[src/rtl/core/sha1_stream_hasher_top_defines.svh]
// Assertion macros shared by the SHA-1 stream hasher RTL.
// Pulled in by the modules that carry concurrent checks; depends on nothing.
`ifndef SHA1_STREAM_HASHER_TOP_DEFINES_SVH
`define SHA1_STREAM_HASHER_TOP_DEFINES_SVH

// Same-cycle implication, disabled during reset.
`define SHA1SH_ASSERT_NOW(lbl, clk, rst_n, ante, cons, msg) \
	lbl: assert property (@(posedge clk) disable iff (!rst_n) (ante) |-> (cons)) \
		else $error(msg);

// Next-cycle implication, disabled during reset.
`define SHA1SH_ASSERT_NEXT(lbl, clk, rst_n, ante, cons, msg) \
	lbl: assert property (@(posedge clk) disable iff (!rst_n) (ante) |=> (cons)) \
		else $error(msg);

`endif

[src/rtl/core/sha1sh_pkg.sv]
// Shared types, constants and helper functions of the SHA-1 stream hasher.
// Used by the controller, the datapath and the top level; depends on nothing.
package sha1sh_pkg;

	localparam int ROUNDS     = 80;
	localparam int BLK_BYTES  = 64;
	localparam int LEN_START  = 56;
	localparam int DIG_WORDS  = 5;

	localparam logic [6:0] LAST_ROUND   = 7'(ROUNDS - 1);
	localparam logic [5:0] LAST_BYTE    = 6'(BLK_BYTES - 1);
	localparam logic [5:0] LAST_PAD     = 6'(LEN_START - 1);
	localparam logic [2:0] LAST_WORD    = 3'(DIG_WORDS - 1);
	localparam logic [7:0] PAD_MARK     = 8'h80;
	localparam logic [63:0] BITS_PER_BYTE = 64'd8;

	// Initial chaining value, word 0 in the lowest slice
	localparam logic [4:0][31:0] IV = {
		32'hc3d2e1f0, 32'h10325476, 32'h98badcfe, 32'hefcdab89, 32'h67452301
	};

	// One message request
	typedef struct packed {
		logic [7:0] data_byte;
		logic       byte_present;
		logic       is_last;
	} in_t;

	// One digest word request
	typedef struct packed {
		logic [31:0] digest_word;
		logic [2:0]  word_index;
		logic        last_word;
	} out_t;

	// Source of the byte shifted into the block buffer
	typedef enum logic [1:0] {
		BS_IN,
		BS_PAD,
		BS_ZERO,
		BS_LEN
	} byte_sel_t;

	// Round group: selects the boolean function and the round constant
	typedef enum logic [1:0] {
		RG_CH,
		RG_PAR1,
		RG_MAJ,
		RG_PAR2
	} rgrp_t;

	// Controller to datapath commands
	typedef struct packed {
		logic        shift_en;
		byte_sel_t   byte_sel;
		logic        count_bits;
		logic        start_cmp;
		logic        round_en;
		rgrp_t       grp;
		logic        finalize;
		logic        out_load;
		logic [2:0]  out_idx;
		logic        reload_iv;
	} cmd_t;

	// Datapath to controller status
	typedef struct packed {
		logic [5:0] cnt;
		logic       out_free;
	} sts_t;

	function automatic logic [31:0] round_k(rgrp_t g);
		logic [31:0] k;
		unique case (g)
			RG_CH:   k = 32'h5a827999;
			RG_PAR1: k = 32'h6ed9eba1;
			RG_MAJ:  k = 32'h8f1bbcdc;
			RG_PAR2: k = 32'hca62c1d6;
			default: k = 32'h5a827999;
		endcase
		return k;
	endfunction

	function automatic logic [31:0] round_f(rgrp_t g, logic [31:0] b, logic [31:0] c,
		logic [31:0] d);
		logic [31:0] f;
		unique case (g)
			RG_CH:   f = d ^ (b & (c ^ d));
			RG_MAJ:  f = (b & c) | (d & (b | c));
			RG_PAR1,
			RG_PAR2: f = b ^ c ^ d;
			default: f = b ^ c ^ d;
		endcase
		return f;
	endfunction

endpackage

[src/rtl/core/sha1sh_dpath.sv]
// Datapath of the SHA-1 stream hasher: block buffer and message schedule,
// round registers, chaining value, counters and the digest output register.
// Depends on sha1sh_pkg; driven by sha1sh_ctrl through cmd_t.
module sha1sh_dpath (
	input  logic              clk,
	input  logic              arst_n,
	input  sha1sh_pkg::in_t   msg_data,
	input  logic              dig_stall,
	input  sha1sh_pkg::cmd_t  cmd,
	output sha1sh_pkg::sts_t  sts,
	output logic              dig_valid,
	output sha1sh_pkg::out_t  dig_data
);

	// Block buffer: oldest word in the top 32 bits
	logic [511:0]      blk_q;
	logic [5:0]        cnt_q;
	logic [63:0]       bitcnt_q;
	logic [4:0][31:0]  cv_q;
	logic [31:0]       a_q, b_q, c_q, d_q, e_q;
	logic              dig_valid_q;
	sha1sh_pkg::out_t  dig_q;

	logic [7:0]        byte_d;
	logic [31:0]       w_new;
	logic [31:0]       w_cur;
	logic [31:0]       t_sum;

	// Byte source for the buffer
	always_comb begin
		unique case (cmd.byte_sel)
			sha1sh_pkg::BS_IN:   byte_d = msg_data.data_byte;
			sha1sh_pkg::BS_PAD:  byte_d = sha1sh_pkg::PAD_MARK;
			sha1sh_pkg::BS_ZERO: byte_d = 8'h00;
			sha1sh_pkg::BS_LEN:  byte_d = bitcnt_q[{~cnt_q[2:0], 3'b000} +: 8];
			default:             byte_d = 8'h00;
		endcase
	end

	// Schedule: window word j sits at blk_q[511-32j -: 32]
	assign w_cur = blk_q[511:480];
	always_comb begin
		logic [31:0] x;
		x = blk_q[95:64] ^ blk_q[255:224] ^ blk_q[447:416] ^ blk_q[511:480];
		w_new = {x[30:0], x[31]};
	end

	// Round sum
	assign t_sum = {a_q[26:0], a_q[31:27]}
		+ sha1sh_pkg::round_f(cmd.grp, b_q, c_q, d_q)
		+ e_q + w_cur + sha1sh_pkg::round_k(cmd.grp);

	// Buffer: byte shift on load, word shift during rounds
	always_ff @(posedge clk) begin
		if (cmd.shift_en) begin
			blk_q <= {blk_q[503:0], byte_d};
		end else if (cmd.round_en) begin
			blk_q <= {blk_q[479:0], w_new};
		end
	end

	// Working variables
	always_ff @(posedge clk) begin
		if (cmd.start_cmp) begin
			a_q <= cv_q[0];
			b_q <= cv_q[1];
			c_q <= cv_q[2];
			d_q <= cv_q[3];
			e_q <= cv_q[4];
		end else if (cmd.round_en) begin
			a_q <= t_sum;
			b_q <= a_q;
			c_q <= {b_q[1:0], b_q[31:2]};
			d_q <= c_q;
			e_q <= d_q;
		end
	end

	// Counters and chaining value
	always_ff @(posedge clk or negedge arst_n) begin
		if (!arst_n) begin
			cnt_q    <= '0;
			bitcnt_q <= '0;
			cv_q     <= sha1sh_pkg::IV;
		end else begin
			if (cmd.start_cmp || cmd.reload_iv) begin
				cnt_q <= '0;
			end else if (cmd.shift_en) begin
				cnt_q <= cnt_q + 6'd1;
			end
			if (cmd.reload_iv) begin
				bitcnt_q <= '0;
			end else if (cmd.count_bits) begin
				bitcnt_q <= bitcnt_q + sha1sh_pkg::BITS_PER_BYTE;
			end
			if (cmd.reload_iv) begin
				cv_q <= sha1sh_pkg::IV;
			end else if (cmd.finalize) begin
				cv_q[0] <= cv_q[0] + a_q;
				cv_q[1] <= cv_q[1] + b_q;
				cv_q[2] <= cv_q[2] + c_q;
				cv_q[3] <= cv_q[3] + d_q;
				cv_q[4] <= cv_q[4] + e_q;
			end
		end
	end

	// Digest output register
	always_ff @(posedge clk or negedge arst_n) begin
		if (!arst_n) begin
			dig_valid_q <= 1'b0;
		end else if (cmd.out_load) begin
			dig_valid_q <= 1'b1;
		end else if (!dig_stall) begin
			dig_valid_q <= 1'b0;
		end
	end

	always_ff @(posedge clk) begin
		if (cmd.out_load) begin
			dig_q.digest_word <= cv_q[cmd.out_idx];
			dig_q.word_index  <= cmd.out_idx;
			dig_q.last_word   <= (cmd.out_idx == sha1sh_pkg::LAST_WORD);
		end
	end

	assign dig_valid    = dig_valid_q;
	assign dig_data     = dig_q;
	assign sts.cnt      = cnt_q;
	assign sts.out_free = !dig_valid_q || !dig_stall;

endmodule

[src/rtl/core/sha1sh_ctrl.sv]
// Controller of the SHA-1 stream hasher: input handshake, padding sequence,
// round counter and digest word sequencing. Depends on sha1sh_pkg and the
// assertion macros in sha1_stream_hasher_top_defines.svh.
`include "sha1_stream_hasher_top_defines.svh"

module sha1sh_ctrl (
	input  logic              clk,
	input  logic              arst_n,
	input  logic              msg_valid,
	input  sha1sh_pkg::in_t   msg_data,
	output logic              msg_stall,
	input  sha1sh_pkg::sts_t  sts,
	output sha1sh_pkg::cmd_t  cmd
);

	typedef enum logic [2:0] {
		S_IDLE,
		S_PAD,
		S_LEN,
		S_ROUND,
		S_FINAL,
		S_OUT
	} state_t;

	// Where to go once a compression is folded in
	typedef enum logic [1:0] {
		RET_IDLE,
		RET_PAD,
		RET_OUT
	} ret_t;

	state_t      state_q, state_d;
	ret_t        ret_q, ret_d;
	logic [6:0]  rnd_q;
	logic [2:0]  widx_q;
	logic        pad_first_q;
	logic        acc;

	assign acc       = msg_valid && (state_q == S_IDLE);
	assign msg_stall = (state_q != S_IDLE);

	// Commands and next state
	always_comb begin
		state_d        = state_q;
		ret_d          = ret_q;
		cmd.shift_en   = 1'b0;
		cmd.byte_sel   = sha1sh_pkg::BS_IN;
		cmd.count_bits = 1'b0;
		cmd.start_cmp  = 1'b0;
		cmd.round_en   = 1'b0;
		cmd.grp        = sha1sh_pkg::RG_CH;
		cmd.finalize   = 1'b0;
		cmd.out_load   = 1'b0;
		cmd.out_idx    = widx_q;
		cmd.reload_iv  = 1'b0;

		if (rnd_q < 7'd20) begin
			cmd.grp = sha1sh_pkg::RG_CH;
		end else if (rnd_q < 7'd40) begin
			cmd.grp = sha1sh_pkg::RG_PAR1;
		end else if (rnd_q < 7'd60) begin
			cmd.grp = sha1sh_pkg::RG_MAJ;
		end else begin
			cmd.grp = sha1sh_pkg::RG_PAR2;
		end

		unique case (state_q)
			S_IDLE: begin
				if (acc && msg_data.byte_present) begin
					cmd.shift_en   = 1'b1;
					cmd.byte_sel   = sha1sh_pkg::BS_IN;
					cmd.count_bits = 1'b1;
					if (sts.cnt == sha1sh_pkg::LAST_BYTE) begin
						cmd.start_cmp = 1'b1;
						state_d       = S_ROUND;
						ret_d         = msg_data.is_last ? RET_PAD : RET_IDLE;
					end else if (msg_data.is_last) begin
						state_d = S_PAD;
					end
				end else if (acc && msg_data.is_last) begin
					state_d = S_PAD;
				end
			end
			S_PAD: begin
				cmd.shift_en = 1'b1;
				cmd.byte_sel = pad_first_q ? sha1sh_pkg::BS_PAD : sha1sh_pkg::BS_ZERO;
				if (sts.cnt == sha1sh_pkg::LAST_BYTE) begin
					cmd.start_cmp = 1'b1;
					state_d       = S_ROUND;
					ret_d         = RET_PAD;
				end else if (sts.cnt == sha1sh_pkg::LAST_PAD) begin
					state_d = S_LEN;
				end
			end
			S_LEN: begin
				cmd.shift_en = 1'b1;
				cmd.byte_sel = sha1sh_pkg::BS_LEN;
				if (sts.cnt == sha1sh_pkg::LAST_BYTE) begin
					cmd.start_cmp = 1'b1;
					state_d       = S_ROUND;
					ret_d         = RET_OUT;
				end
			end
			S_ROUND: begin
				cmd.round_en = 1'b1;
				if (rnd_q == sha1sh_pkg::LAST_ROUND) begin
					state_d = S_FINAL;
				end
			end
			S_FINAL: begin
				cmd.finalize = 1'b1;
				unique case (ret_q)
					RET_IDLE: state_d = S_IDLE;
					RET_PAD:  state_d = S_PAD;
					RET_OUT:  state_d = S_OUT;
					default:  state_d = S_IDLE;
				endcase
			end
			S_OUT: begin
				if (sts.out_free) begin
					cmd.out_load = 1'b1;
					if (widx_q == sha1sh_pkg::LAST_WORD) begin
						cmd.reload_iv = 1'b1;
						state_d       = S_IDLE;
					end
				end
			end
			default: state_d = S_IDLE;
		endcase
	end

	// State and sequencing counters
	always_ff @(posedge clk or negedge arst_n) begin
		if (!arst_n) begin
			state_q     <= S_IDLE;
			ret_q       <= RET_IDLE;
			rnd_q       <= '0;
			widx_q      <= '0;
			pad_first_q <= 1'b0;
		end else begin
			state_q <= state_d;
			ret_q   <= ret_d;
			if (state_q == S_ROUND) begin
				rnd_q <= (rnd_q == sha1sh_pkg::LAST_ROUND) ? 7'd0 : rnd_q + 7'd1;
			end
			if (cmd.out_load) begin
				widx_q <= (widx_q == sha1sh_pkg::LAST_WORD) ? 3'd0 : widx_q + 3'd1;
			end
			if (acc && msg_data.is_last) begin
				pad_first_q <= 1'b1;
			end else if (state_q == S_PAD) begin
				pad_first_q <= 1'b0;
			end
		end
	end

	// Checks
	`SHA1SH_ASSERT_NOW(a_cmp_on_full, clk, arst_n, cmd.start_cmp, sts.cnt == sha1sh_pkg::LAST_BYTE, "compression started on a partial block")
	`SHA1SH_ASSERT_NOW(a_load_free, clk, arst_n, cmd.out_load, sts.out_free, "digest word loaded over a waiting word")
	`SHA1SH_ASSERT_NEXT(a_final_out, clk, arst_n, (state_q == S_FINAL) && (ret_q == RET_OUT), state_q == S_OUT, "closing compression not followed by digest output")
	`SHA1SH_ASSERT_NOW(a_rnd_idle, clk, arst_n, state_q != S_ROUND, rnd_q == 7'd0, "round counter not at zero outside compression")

endmodule

[src/rtl/core/sha1_stream_hasher_top.sv]
// Top level of the SHA-1 stream hasher: joins controller and datapath.
// Depends on sha1sh_pkg, sha1sh_ctrl and sha1sh_dpath.
//
// Usage: message bytes enter on the msg channel (msg_valid, msg_stall,
// msg_data), one request per byte; byte_present qualifies data_byte and
// is_last closes the message, with or without a byte on that request.
// Five digest words leave on the dig channel (dig_valid, dig_stall,
// dig_data), word_index 0 first, last_word set on word 4.
// A byte that fills a 64-byte block holds the input off during its
// compression (80 rounds at one round per cycle, then the chaining add), so
// a long message is paced by the single round unit. Closing a message
// shifts in the padding and length one byte per cycle (9 to 64 bytes, 65
// to 72 when a second block is needed), compresses once or twice, then
// loads one digest word per cycle into the output register while it is free.
// The digest words follow each other through a one-deep output register;
// while a word waits and dig_stall is high, the word and the sequencer
// hold. After the fifth word is loaded the initial value is back and the
// next message is taken, even while that word still waits.
// Reset (arst_n low) loads the initial value, clears the counters and
// empties the output register.
module sha1_stream_hasher_top (
	input  logic              clk,
	input  logic              arst_n,
	input  logic              msg_valid,
	output logic              msg_stall,
	input  sha1sh_pkg::in_t   msg_data,
	output logic              dig_valid,
	input  logic              dig_stall,
	output sha1sh_pkg::out_t  dig_data
);

	sha1sh_pkg::cmd_t cmd;
	sha1sh_pkg::sts_t sts;

	// Sequencer
	sha1sh_ctrl u_ctrl (
		.clk       (clk),
		.arst_n    (arst_n),
		.msg_valid (msg_valid),
		.msg_data  (msg_data),
		.msg_stall (msg_stall),
		.sts       (sts),
		.cmd       (cmd)
	);

	// Hash datapath
	sha1sh_dpath u_dpath (
		.clk       (clk),
		.arst_n    (arst_n),
		.msg_data  (msg_data),
		.dig_stall (dig_stall),
		.cmd       (cmd),
		.sts       (sts),
		.dig_valid (dig_valid),
		.dig_data  (dig_data)
	);

endmodule
[config.mk]
export PLATFORM = sky130hd
export DESIGN_NAME = sha1_stream_hasher_top
export DESIGN_NICKNAME = d
export VERILOG_FILES = /design/src/rtl/core/sha1sh_pkg.sv /design/src/rtl/core/sha1sh_dpath.sv /design/src/rtl/core/sha1sh_ctrl.sv /design/src/rtl/core/sha1_stream_hasher_top.sv
export VERILOG_INCLUDE_DIRS = /design/src /design/src/rtl/core
export SDC_FILE = /design/constraint.sdc
export NUM_CORES = 2
export LEC_CHECK = 0
export BUFFER_PORTS_ARGS = -buffer_cell sky130_fd_sc_hd__buf_4
export CORE_MARGIN = 2
export CORE_UTILIZATION = 60
export DETAILED_ROUTE_END_ITERATION = 12
export GPL_TIMING_DRIVEN = 1
export MAX_ROUTING_LAYER = met4
export PLACE_DENSITY_LB_ADDON = 0.12
export SKIP_LAST_GASP = 1
export SYNTH_ARGS = -nofsm -noshare
export SYNTH_HDL_FRONTEND = slang
export SYNTH_SLANG_ARGS = --single-unit
[constraint.sdc]
create_clock -name clk -period 29.2 [get_ports clk]
set_input_delay 1.46 -clock clk [delete_from_list [all_inputs] [get_ports clk]]
set_output_delay 1.46 -clock clk [all_outputs]
set_load 0.005 [all_outputs]
Word level (Yosys, flattened, before mapping). Cells that the tools add are included.

Memory bits (writable): 0. Output and inout bits: 38. Word-level logic and storage cells: 166. Latch bits: 0. Memory bits (read-only): 0. Input port bits: 14. Bits in registers: 955. Memories kept: 0.

Divide/modulo/power cells: 0. Shift operators: 1. Equality and inequality tests: 28. $lt $le $gt $ge: 4. Reductions and logical operators: 22. Bitwise gates (word level): 13. Add/subtract/negate cells: 13. Multiply operators: 0. Muxes and demuxes: 63.

Operators by type and width (count): 512-bit two-way mux (2); 32-bit two-way mux (11); 160-bit two-way mux (2); 32-bit adder (9); 32-bit XOR (7); 64-bit two-way mux (2); 32-bit one-hot mux with 4 select lines (1); 32-bit bitwise AND (3); 32-bit binary-select mux with 3-bit select (1); 32-bit one-hot mux with 3 select lines (1); 64-bit by 4-bit adder with 64-bit output, second input constant (1); 32-bit OR (2); 64-bit by 7-bit indexed part select with 8-bit output (1); 3-bit two-way mux (11); 8-bit one-hot mux with 4 select lines (1); 3-bit one-hot mux with 6 select lines (1); 1-bit two-way mux (15); 7-bit by 6-bit < comparator with 1-bit output, second input constant (2); 2-bit two-way mux (7); 6-bit equality test, second input constant (2); 6-bit two-way mux (2); 2-bit nonzero test (6); 2-bit equality test, second input constant (5); 2-bit by 1-bit inequality test with 1-bit output, second input constant (5); 30 further kinds (44).

Longest topological paths before layout.
Depth in word-level cells: 13. Depth in mapped cells: 29.

By module. A second synthesis with hierarchy kept.

Cell total of the unflattened synthesis: 4863. Area, all modules: 55776.0 um^2.

Modules (own cells, without submodules): sha1sh_dpath (times used 1, cells each 4746, area an instance 54751.3 um^2); sha1sh_ctrl (times used 1, cells each 117, area an instance 1024.7 um^2).

Worst setup path after synthesis. OpenSTA, ideal clock, no wires.

Path type: input to register. Start: input port msg_data[1] (netlist name). End: register u_dpath.blk_q[0], enable pin. Library setup time: 1558 ps. Path slack: 1843 ps. Buffers on the path: 0. Stages: 2. Arrival time: 25800 ps. Required time: 27642 ps. Cell sequence: nand2_1 > a21oi_1.

Longest elaborated chain between the ends: 4.

Ends and longest elaborated chain: start, declared (RTL line sha1_stream_hasher_top.sv:26) `input sha1sh_pkg::in_t msg_data,`; 1-bit logical AND (RTL line sha1sh_ctrl.sv:69) `if (acc && msg_data.byte_present) begin`; 5-bit two-way mux (RTL line sha1sh_ctrl.sv:69); 3-bit one-hot mux with 3 select lines (RTL line sha1sh_ctrl.sv:67) `unique case (state_q)`; 2-bit nonzero test (no source line); end signal, assigned (RTL line sha1sh_dpath.sv:56) `blk_q <= {blk_q[503:0], byte_d};`; end signal, assigned (RTL line sha1sh_dpath.sv:58) `blk_q <= {blk_q[479:0], w_new};`; end, declared (RTL line sha1sh_dpath.sv:16) `logic [511:0] blk_q;`.

No other way between the ends. A chain may end at the register's enable or synchronous reset.

Worst setup path after layout.
Start: register u_ctrl.rnd_q[5]. End: register u_dpath.a_q[30], data pin.

Longest elaborated chain between the ends: 13. Elaborated cells on any way between the ends: 19. Those cells by class: add/sub (4); order compare (3); eq/ne (3); mux (7); reduce/logical (2).

Ends and longest elaborated chain: start, declared (RTL line sha1sh_ctrl.sv:34) `logic [6:0] rnd_q;`; start signal, assigned (RTL line sha1sh_ctrl.sv:144) `rnd_q <= (rnd_q == sha1sh_pkg::LAST_ROUND) ? 7'd0 : rnd_q + 7'd1;`; 7-bit by 6-bit < comparator with 1-bit output (RTL line sha1sh_ctrl.sv:61) `end else if (rnd_q < 7'd60) begin`; 1-bit two-way mux (RTL line sha1sh_ctrl.sv:61); 2-bit two-way mux (RTL line sha1sh_ctrl.sv:59) `end else if (rnd_q < 7'd40) begin`; 2-bit two-way mux * (RTL line sha1sh_ctrl.sv:57) `if (rnd_q < 7'd20) begin`; 2-bit by 1-bit equality test with 1-bit output or 2-bit equality test (tied branches) (RTL line sha1sh_pkg.sv:74, sha1sh_pkg.sv:87); 2-bit OR reduction (RTL line sha1sh_pkg.sv:87) `unique case (g)`; 32-bit one-hot mux with 3 select lines (RTL line sha1sh_pkg.sv:87); 32-bit adder (RTL line sha1sh_dpath.sv:50) `+ sha1sh_pkg::round_f(cmd.grp, b_q, c_q, d_q)`; 32-bit adder (2 in a row) (RTL line sha1sh_dpath.sv:51) `+ e_q + w_cur + sha1sh_pkg::round_k(cmd.grp);`; 32-bit adder * (RTL line sha1sh_dpath.sv:51); 32-bit two-way mux * (RTL line sha1sh_dpath.sv:70) `end else if (cmd.round_en) begin`; 32-bit two-way mux * (RTL line sha1sh_dpath.sv:64) `if (cmd.start_cmp) begin`; end signal, assigned (RTL line sha1sh_dpath.sv:65) `a_q <= cv_q[0];`; end signal, assigned (RTL line sha1sh_dpath.sv:71) `a_q <= t_sum;`; end, declared (RTL line sha1sh_dpath.sv:20) `logic [31:0] a_q, b_q, c_q, d_q, e_q;`.

Mark *: on every way between the ends. The rest lies on a longest branch, timed or not. The select of a mux whose other input is x is not followed.

==> impl_metrics.tcl <==
set metrics [dict create \
    status "completed" \
    worstSetupEndpointType "register" \
    antenna_found_initial 0 \
    numClockSinks 952 \
    synthToLayoutAreaGrowth_pct 8.52 \
    clk_pin_slew_worst_paths_ns 0.06 \
    cts-resized-gates 0 \
    via_per_inst 5.84 \
    syn_nets 6290 \
    coreArea_mm2 0.0918 \
    synth_area_mm2 0.0556 \
    timing.hold.ws_ns 0.497 \
    cts_tree "built" \
    finalCriticalPeriod_ns 7.59 \
    synth.largest_area_cell "edfxtp_1" \
    grt_util_met2 0.472 \
    drt.antenna.violating_nets 0 \
    cts_hold_buf 0 \
    routed-via-count 41904 \
    crit_path_start_kind "register" \
    worst_pin_slew_ns 1.15 \
    finalMaxSlewViolations 0 \
    max_slew_margin 0.235 \
    initial_core_util 0.606 \
    fp.dieArea_mm2 0.0951 \
    dp_hpwl_um 94800 \
    hold_viol 0 \
    die_w_um 308 \
    path_class "reg2reg" \
    setup_tns_ns 0 \
    drc_errors 0 \
    std_cell_rows 111 \
    yosysMostFrequentCell "nand2_1" \
    min_path_type "reg2reg" \
    synth_warnings 0 \
    critPathMaxStageDelay_ns 0.54 \
    grt_use_met1 0.419 \
    num-fill-cells 7439 \
    cp.arrival_ns 8.00 \
    setup_viol 0 \
    ys_async_sr_fraction 0.256 \
    drtIter0Drc 4012 \
    clk-insertion-delay-late_ns 0.70 \
    nets 6219 \
    synthTopCellsByArea "edfxtp_1, nand2_1, dfrtp_1" \
    grtUsageTotal 0.304 \
    die_h_um 308 \
    crit_required_ns 29.61 \
    avgSynthCellArea_um2 9.39 \
    ys.flop_type "edfxtp_1" \
    numCtsBuffers 103 \
    htree_levels 3 \
    gp_congestion 0.975 \
    grt_max_degree 246 \
    path_max_fanout 73 \
    grt-ovfl-total 0 \
    worst_path_max_delay_cell "dfrtp_1" \
    routed_wl_um 139000 \
    netlist_instances 5918 \
    wl_per_cell_um 19.4 \
    cap_violations 0 \
    ys_seq_area_frac 0.494 \
    synth_edf_count 708 \
    port_buffers 51 \
    top_usage_layer "met2" \
    clock_path_buffers 3 \
    fmax_mhz 132 \
    final_layout_size_suffix_gt1_frac 0.0637 \
    grt_pass1_wl_um 222000 \
    root_buffer "clkbuf_16" \
    rsz0062_at_grt "no" \
    grt_use_met3 0.0388 \
    dr.pass1.iters 6 \
    grt_pass1_vias 40443 \
    synth_seq_cells 952 \
    synth.distinct_cells 82 \
    synth_common_cells "nand2_1, edfxtp_1, o21ai_0" \
    clock_skew_ns 0.0335 \
    pin_count 52 \
    yosys.area.top_type_share 0.382 \
    final.period_utilization 0.260 \
    cts_setup_buffers 0 \
]
## state kept, by name, indices dropped and copies added, names as in the netlist
name / cells
u_ctrl.widx_q: 3
u_dpath.dig_data: 36
u_dpath.blk_q: 512
u_dpath.d_q: 32
u_ctrl.state_q: 3
u_dpath.cnt_q: 6
u_dpath.dig_valid: 1
u_dpath.cv_q: 160
u_dpath.e_q: 32
u_dpath.b_q: 32
u_ctrl.rnd_q: 7
u_dpath.c_q: 32
u_dpath.a_q: 32
u_ctrl.pad_first_q: 1
u_ctrl.ret_q: 2
u_dpath.bitcnt_q: 61
## layout by cell type (no fill, tap or decap), types with 46 or more instances in the layout
master        n
nand2_1    1858
edfxtp_1    708
o21ai_0     400
a21oi_1     324
inv_1       309
ha_1        264
nor2_1      255
xnor2_1     178
dfrtp_1     162
xor2_1      129
clkbuf_16   105
fa_1         93
a21o_1       83
nand3_1      83
buf_4        83
dfstp_2      80
mux2i_1      72
a211oi_1     64
nor3_1       62
and3_1       46
## cells by family (layout without fill, tap and decap cells)
kind of cell | Yosys count | after routing | share of synthesized area
multiplexers | 90 | 90 | 0.0192
flip-flops | 952 | 952 | 0.494
buffers and inverters | 576 | 594 | 0.0392
AND/OR/NAND/NOR | 2523 | 2523 | 0.187
XOR/XNOR | 307 | 307 | 0.0484
other | 0 | 1 | 0
AO/OA/AOI/OAI | 1111 | 1111 | 0.119
adder cells (fa/ha/maj) | 359 | 359 | 0.0933
## path summary, 6_finish.rpt
path                            startpoint               end  slack [ns]  cells past startpoint
max                        u_ctrl.rnd_q[5]   u_dpath.a_q[30]       21.61                     27
min in group asynchronous           arst_n  u_dpath.cv_q[64]        0.71                      1
max reg2reg                u_ctrl.rnd_q[5]   u_dpath.a_q[30]       21.61                     27
max in group asynchronous           arst_n  u_ctrl.widx_q[0]       26.42                      3
min                        u_ctrl.ret_q[1]   u_ctrl.ret_q[1]        0.50                      2
min reg2reg                u_ctrl.ret_q[1]   u_ctrl.ret_q[1]        0.50                      2
## worst max-delay path, delay by kind of cell, from the launching register on
kind,cells,cell delay (ns)
AO/OA/AOI/OAI,11,2.73
adder cells (fa/ha/maj),5,1.95
buffers and inverters,7,1.35
flip-flops,1,0.54
AND/OR/NAND/NOR,3,0.53
XOR/XNOR,1,0.16
## stage by stage
stage	util	instance area, um^2	setup slack (ns)	std cells
final	0.657	60300	21.61	7180
after CTS	0.657	60300	21.67	7179
after global routing	0.657	60300	21.18	7179
after global placement	0.620	57000	21.76	6985
after detailed placement	0.620	57000	21.73	6985
after floorplan	-	55600	1.84	5918
## layer usage
metal  vias up  wire, um
li1      20094         -
met1     20345     61600
met2      1217     64300
met3       248      8590
met4         0      4680
met5         -         0
## layout make-up
type                       instances  area [um^2]  share of cell area
sequential                       952        27500               0.455
timing repair buffer              88          718              0.0119
clock inverter                    39          409             0.00678
antenna                            1         2.50           0.0000415
clock buffer                     155         2970              0.0492
inverter                         312         1170              0.0194
tap                             1243         1560              0.0258
multi-input combinational       4390        26000               0.432
Power is not shown: default switching activity piles up to over one toggle a cycle in this logic, so the estimate is an artifact.
